$ cat src/hw/rtl/ssd_pkg.sv
package ssd_pkg;

  // Field widths of the configuration registers.
  localparam int WIDTH_BITS     = 11;
  localparam int HEIGHT_BITS    = 11;
  localparam int DISP_BITS      = 6;
  localparam int RADIUS_BITS    = 2;
  localparam int CFG_DATA_BITS  = 11;
  localparam int CFG_INDEX_BITS = 2;

  localparam int PIX_BITS   = 8;
  localparam int DEPTH_BITS = 8;

  // Defaults for the top-level parameters.
  localparam int DEF_MAX_WIDTH  = 1024;
  localparam int DEF_MAX_RADIUS = 3;
  localparam int DEF_MAX_DISP   = 63;

  localparam int HEIGHT_LIMIT = 1024;

  // Register values after reset.
  localparam int RST_WIDTH  = 640;
  localparam int RST_HEIGHT = 480;
  localparam int RST_DISP   = 15;
  localparam int RST_RADIUS = 1;

  // Register indexes.
  localparam logic [CFG_INDEX_BITS-1:0] REG_IMAGE_WIDTH   = 2'd0;
  localparam logic [CFG_INDEX_BITS-1:0] REG_IMAGE_HEIGHT  = 2'd1;
  localparam logic [CFG_INDEX_BITS-1:0] REG_MAX_DISPARITY = 2'd2;
  localparam logic [CFG_INDEX_BITS-1:0] REG_WINDOW_RADIUS = 2'd3;

  typedef struct packed {
    logic [PIX_BITS-1:0] right_pixel;
    logic [PIX_BITS-1:0] left_pixel;
    logic                flush;
  } ssd_in_t;

  typedef struct packed {
    logic [DEPTH_BITS-1:0] depth;
    logic                  last_of_frame;
  } ssd_out_t;

  // One pixel pair as written to the line stores.
  typedef struct packed {
    logic [PIX_BITS-1:0] right;
    logic [PIX_BITS-1:0] left;
  } ssd_pix_t;

endpackage

$ cat src/hw/rtl/ssd_div.sv
module ssd_div #(
  parameter int MAX_DISP = ssd_pkg::DEF_MAX_DISP
) (
  input  logic                            clk,
  input  logic                            rst_n,
  input  logic                            start,
  input  logic [$clog2(MAX_DISP+1)-1:0]   k_in,
  input  logic [$clog2(MAX_DISP+1)-1:0]   d_in,
  output logic                            done,
  output logic [ssd_pkg::DEPTH_BITS-1:0]  quo
);

  localparam int DB   = $clog2(MAX_DISP + 1);
  localparam int NUMB = DB + 8;
  localparam int CNTB = $clog2(NUMB + 1);

  logic [NUMB-1:0] num_r, num_nxt;
  logic [DB-1:0]   rem_r, rem_nxt;
  logic [DB-1:0]   d_r, d_nxt;
  logic [CNTB-1:0] cnt_r, cnt_nxt;
  logic            busy_r, busy_nxt;
  logic            done_r, done_nxt;
  logic [DB:0]     rem_sh;
  logic            ge;

  // Restoring division, one quotient bit per cycle; the quotient shifts
  // into the numerator register as the numerator shifts out.
  assign rem_sh = {rem_r, num_r[NUMB-1]};
  assign ge     = rem_sh >= {1'b0, d_r};

  always_comb begin
    num_nxt  = num_r;
    rem_nxt  = rem_r;
    d_nxt    = d_r;
    cnt_nxt  = cnt_r;
    busy_nxt = busy_r;
    done_nxt = 1'b0;
    if (start) begin
      num_nxt  = (NUMB'(k_in) << 8) - NUMB'(k_in);
      rem_nxt  = '0;
      d_nxt    = d_in;
      cnt_nxt  = CNTB'(NUMB);
      busy_nxt = 1'b1;
    end else if (busy_r) begin
      rem_nxt = ge ? DB'(rem_sh - {1'b0, d_r}) : DB'(rem_sh);
      num_nxt = {num_r[NUMB-2:0], ge};
      cnt_nxt = cnt_r - CNTB'(1);
      if (cnt_r == CNTB'(1)) begin
        busy_nxt = 1'b0;
        done_nxt = 1'b1;
      end
    end
  end

  always_ff @(posedge clk) begin
    num_r <= num_nxt;
    rem_r <= rem_nxt;
    d_r   <= d_nxt;
    cnt_r <= cnt_nxt;
    if (!rst_n) begin
      busy_r <= 1'b0;
      done_r <= 1'b0;
    end else begin
      busy_r <= busy_nxt;
      done_r <= done_nxt;
    end
  end

  assign done = done_r;
  assign quo  = num_r[ssd_pkg::DEPTH_BITS-1:0];

endmodule

$ cat config.mk
export PLATFORM = sky130hd
export DESIGN_NAME = ssd_div
export DESIGN_NICKNAME = d
export VERILOG_FILES = /design/src/hw/rtl/ssd_pkg.sv /design/src/hw/rtl/ssd_div.sv
export SDC_FILE = /design/constraint.sdc
export NUM_CORES = 1
export LEC_CHECK = 0
export BUFFER_PORTS_ARGS = -buffer_cell sky130_fd_sc_hd__buf_2
export CORE_ASPECT_RATIO = 0.5
export CORE_UTILIZATION = 51
export CTS_CLUSTER_SIZE = 10
export DETAILED_ROUTE_END_ITERATION = 10
export GPL_ROUTABILITY_DRIVEN = 1
export GPL_TIMING_DRIVEN = 0
export PLACE_DENSITY = 0.75
export SYNTH_ARGS = -nofsm -noshare
export SYNTH_HDL_FRONTEND = slang
export SYNTH_SLANG_ARGS = --single-unit
$ cat constraint.sdc
create_clock -name clk -period 2.29 [get_ports clk]
set_clock_uncertainty 0.2 [all_clocks]
set_input_delay 0.458 -clock clk [delete_from_list [all_inputs] [get_ports clk]]
set_output_delay 0.458 -clock clk [all_outputs]
set_load 0.03 [all_outputs]
After elaboration in Yosys (flattened, before gate mapping)
Cells that the tools add are included.
{"block": "totals", "word_cells": 22, "input_bits": 15, "reg_bits": 32}
{"block": "op_classes", "n_eq_ne": 1, "magnitude_cmp": 1, "n_reduce_logical": 2, "bitwise_logic": 2, "addsub": 3, "n_mux": 7}
{"cell": "$mux 14", "n": 2}
{"cell": "$sub 14x6->14", "n": 1}
{"cell": "$ge 7x6->1", "n": 1}
{"cell": "$mux 6", "n": 1}
{"cell": "$sub 6x6->6", "n": 1}
{"cell": "$eq 4x1->1 const B", "n": 1}
{"cell": "$mux 1", "n": 4}
{"cell": "$sub 4x1->4 const B", "n": 1}
{"cell": "$reduce_or 3->1", "n": 1}
{"cell": "$not 1->1", "n": 2}
{"cell": "$reduce_bool 2->1", "n": 1}

Longest topological paths before layout
{"block": "depth", "word_depth": 4, "mapped_depth": 8, "ltp_nobuf": 8}

Worst setup path before layout
OpenSTA, ideal clock, no wires.
{"block": "synth_path", "path_kind": "reg-to-reg", "from": "register d_r[4]", "to": "register rem_r[1]", "slack_ps": 58, "arrival_time_ps": 1905, "n_path_buf": 1, "synth_period_minus_slack_ps": 2232, "path_stages_with_launch": 9, "path_cell_list": "edfxtp_1 inv_1 ha_1 a21o_1 a211o_1 a41o_1 buf_6 nor4bb_1 or3_1"}
{"block": "synth_via", "elab_chain_len": 2}
{"element": "from (decl)", "line_no": "ssd_div.sv:19", "text": "logic [DB-1:0] d_r, d_nxt;"}
{"element": "from (signal assigned)", "line_no": "ssd_div.sv:58", "text": "d_r <= d_nxt;"}
{"element": "$ge 7x6->1", "line_no": "ssd_div.sv:29", "text": "assign ge = rem_sh >= {1'b0, d_r};"}
{"element": "$mux 6", "line_no": "ssd_div.sv:45", "text": "rem_nxt = ge ? DB'(rem_sh - {1'b0, d_r}) : DB'(rem_sh);"}
{"element": "to (signal assigned)", "line_no": "ssd_div.sv:57", "text": "rem_r <= rem_nxt;"}
{"element": "to (decl)", "line_no": "ssd_div.sv:18", "text": "logic [DB-1:0] rem_r, rem_nxt;"}
No other way between the ends.
A chain may end at the register's enable or synchronous reset.

Worst setup path in the final report
Same ends and word-level chain as after synthesis.

==> out/qor.txt <==
outcome: completed
CTS clk-pin slew, worst paths: 0.07 ns
initial antenna violation count: 0
clock sink count: 32
RSZ-0062 raised after global routing: no
antenna fix cells: 0
All-Layer GR Usage: 0.198
final setup fails: 0
number of I/O pins: 24
period utilisation layout: 0.961
number of global-route vias before repair: 1195
Die H: 43.9 um
Post-synth ARST share: 0
row cnt: 14
Residual DRC: 0
final net count: 237
starting density of the core: 0.566
number of synthesized flops with an enable pin: 20
mapped cell area: 1790 um^2
Area Growth Syn to Fin: 16.7%
CP Cell Sequence: inv_2 -> ha_4 -> a21o_1 -> a211o_1 -> a41o_1 -> buf_6 -> nor4bb_1 -> or3_1
Slew @ Worst Pin: 0.501 ns
worst-skew pair later-pin latency: 0.28 ns
Peak VDD IR: 0.417 mV
antenna-violating nets left: 0
placed instance count: 249
leakage power: 0.895 nW
Max-slew headroom: 0.666
Worst path slowest cell: edfxtp_1
first-pass GRT wire length: 5490 um
Pwr Density: 716 nW/um^2
Worst setup SP type: flip-flop
Worst EP arrival: 2.17 ns
# H-tree levels: 2
Cell variety after synth: 40
Post-Layout Cell Count: 260
Slew Viols, Final: 0
Mapped Nets: 204
CTS Buffer Depth: 2
drt pass-1 iters: 6
Chip Width: 85.9 um
Final Hold Viols: 0
Slowest Stage Delay on Critical Path: 0.37 ns
Worst Path Max Fanout: 9
1st-iter DRT viols: 76
GR Overflow Total: 0
Most used DFF post-synth: edfxtp_1
required time worst endpoint: 2.26 ns
pre-CTS setup slack: -0.273 ns
pin count of the biggest net entering global routing: 15
final wirelength: 3330 um
setup ws final: 0.0900 ns
Vias: 1349
core footprint: 3170 um^2
Hold Crit Class: in -> reg
Avg WL per Cell: 12.8 um
critical path class: reg -> reg
Yosys warnings: 0
hold buffers post-CTS: 0
post-synthesis register bit count: 32
fmax: 0.455 GHz
CTS tree: yes
Worst Setup End Kind: flip-flop
share of cells above drive strength 1: 0.250
GP Congestion: 0.845
die area: 3770 um^2
IO Port Bufs: 23
post-DP HPWL: 2430 um
syn_area_per_cell: 10.1 um^2
vias per inst: 5.19
sequential area share after synthesis: 0.469
CTS root buf: clkbuf_8
CTS buffer count: 5
post-layout min period: 2.20 ns
Syn Inst Count: 178
max cap viols: 0
[through the flow]
step           area (um^2)  power (mW)  TNS (ns)  hold WS [ns]  utilization
2_1_floorplan         1790       0.979         0         0.257            -
3_3_place_gp          1970        1.05    -0.514         0.271        0.621
3_5_place_dp          1970        1.07     -1.27         0.279        0.621
4_1_cts               2060        1.50         0         0.131        0.651
5_1_grt               2090        1.58         0         0.133        0.661
6_report              2090        1.50         0         0.143        0.661
[registers in the layout, summed over array words and instances (netlist names)]
| name | cells |
|---|---|
| cnt_r | 4 |
| done | 1 |
| num_r | 14 |
| d_r | 6 |
| rem_r | 6 |
| busy_r | 1 |
[critical path, delay by kind of cell, from the launching register on]
kind	cells	cell delay, ns
flip-flops	1	0.37
AND/OR/NAND/NOR	2	0.48
adder cells (fa/ha/maj)	1	0.21
AO/OA/AOI/OAI	3	0.61
buffers and inverters	2	0.21
[worst paths after layout]
| check | startpoint | end | slack (ns) | depth (start not counted) |
|---|---|---|---|---|
| worst min register to register | cnt_r[3]$_SDFFE_PP1P_ | cnt_r[3]$_SDFFE_PP1P_ | 0.29 | 2 |
| worst max-delay path | d_r[4]$_DFFE_PP_ | rem_r[1]$_SDFFE_PP0P_ | 0.09 | 8 |
| worst min-delay path | d_in[0] | d_r[0]$_DFFE_PP_ | 0.14 | 1 |
| worst max register to register | d_r[4]$_DFFE_PP_ | rem_r[1]$_SDFFE_PP0P_ | 0.09 | 8 |
[cells by family (layout without fill, tap and decap cells)]
family | Yosys count | count (layout) | share of synthesized area
muxes | 8 | 8 | 0.0502
and+or+nand+nor | 49 | 49 | 0.141
AOI/OAI and AO/OA | 38 | 38 | 0.132
DFF | 32 | 32 | 0.469
buffers and inverters | 32 | 66 | 0.0879
xor gates and xnor gates | 8 | 8 | 0.0391
adders and majority gates | 11 | 11 | 0.0809
[layer usage]
metal,routed length (um),share of wire,GRT usage,up-vias
li1,-,-,-,679
met1,1600,0.48,0.262,634
met2,1550,0.46,0.314,34
met3,170,0.051,0.0743,2
met4,15,0.0045,0.0500,0
met5,0,0,0,-
[cells in the mapped netlist (all sizes together) (2+ instances only)]
| cell | instances | area (um^2) |
|---|---|---|
| nor3 | 4 | 20.0 |
| a211oi | 5 | 42.5 |
| nor2b | 2 | 12.5 |
| inv | 17 | 63.8 |
| nand2b | 6 | 37.5 |
| a31oi | 2 | 12.5 |
| edfxtp | 20 | 601 |
| o21ai | 11 | 55.1 |
| xnor2 | 5 | 43.8 |
| clkbuf | 6 | 22.5 |
| nor3b | 4 | 30.0 |
| xor2 | 3 | 26.3 |
| mux2 | 5 | 60.1 |
| mux2i | 3 | 30.0 |
| a21oi | 11 | 55.1 |
| o21bai | 2 | 15.0 |
| dfxtp | 12 | 240 |
| nand2 | 7 | 26.3 |
| nand3b | 2 | 15.0 |
| ha | 10 | 125 |
| nor2 | 17 | 63.8 |
| buf | 9 | 71.3 |
[final cells by class]
class | count | area [um^2]
plain buffers | 15 | 93.8
inverters | 17 | 63.8
clock buffers | 7 | 76.3
repair buffers | 26 | 138
clock inverters | 1 | 5.00
well taps | 48 | 60.1
multi-input cells | 114 | 816
fillers | 263 | 1080
flip-flops and latches | 32 | 842
[report_power, final]
part	internal [mW]	switching [mW]	leakage, nW	total (mW)
Sequential	0.674	0.0299	0.296	0.704
Clock	0.213	0.205	0.0422	0.418
Combinational	0.179	0.198	0.556	0.377
Total	1.07	0.433	0.895	1.50
[layout by cell type, fill, tap and decap left out, types with 2 or more instances in the layout]
master and count:
inv_1 16, nor2_1 17, nand2b_1 6, nor3b_1 3, buf_4 11, nand3b_1 2
nor2b_1 2, a31oi_1 2, mux2i_1 3, o21bai_1 2, clkbuf_8 5, buf_2 23
edfxtp_1 20, dfxtp_1 11, mux2_2 4, ha_1 8, xor2_1 3, nand2_1 7
xnor2_1 5, clkbuf_1 8, o21ai_0 11, a211oi_1 4, a21oi_1 11, nor3_1 4
[what timing repair did]
action | in CTS | in global routing
gates resized for setup | 2 | 3
buffers inserted | 0 | 3
endpoints found under the setup margin | 2 | 3
pin swaps | 0 | 2
Note: power is estimated with default switching activity, not from simulation.
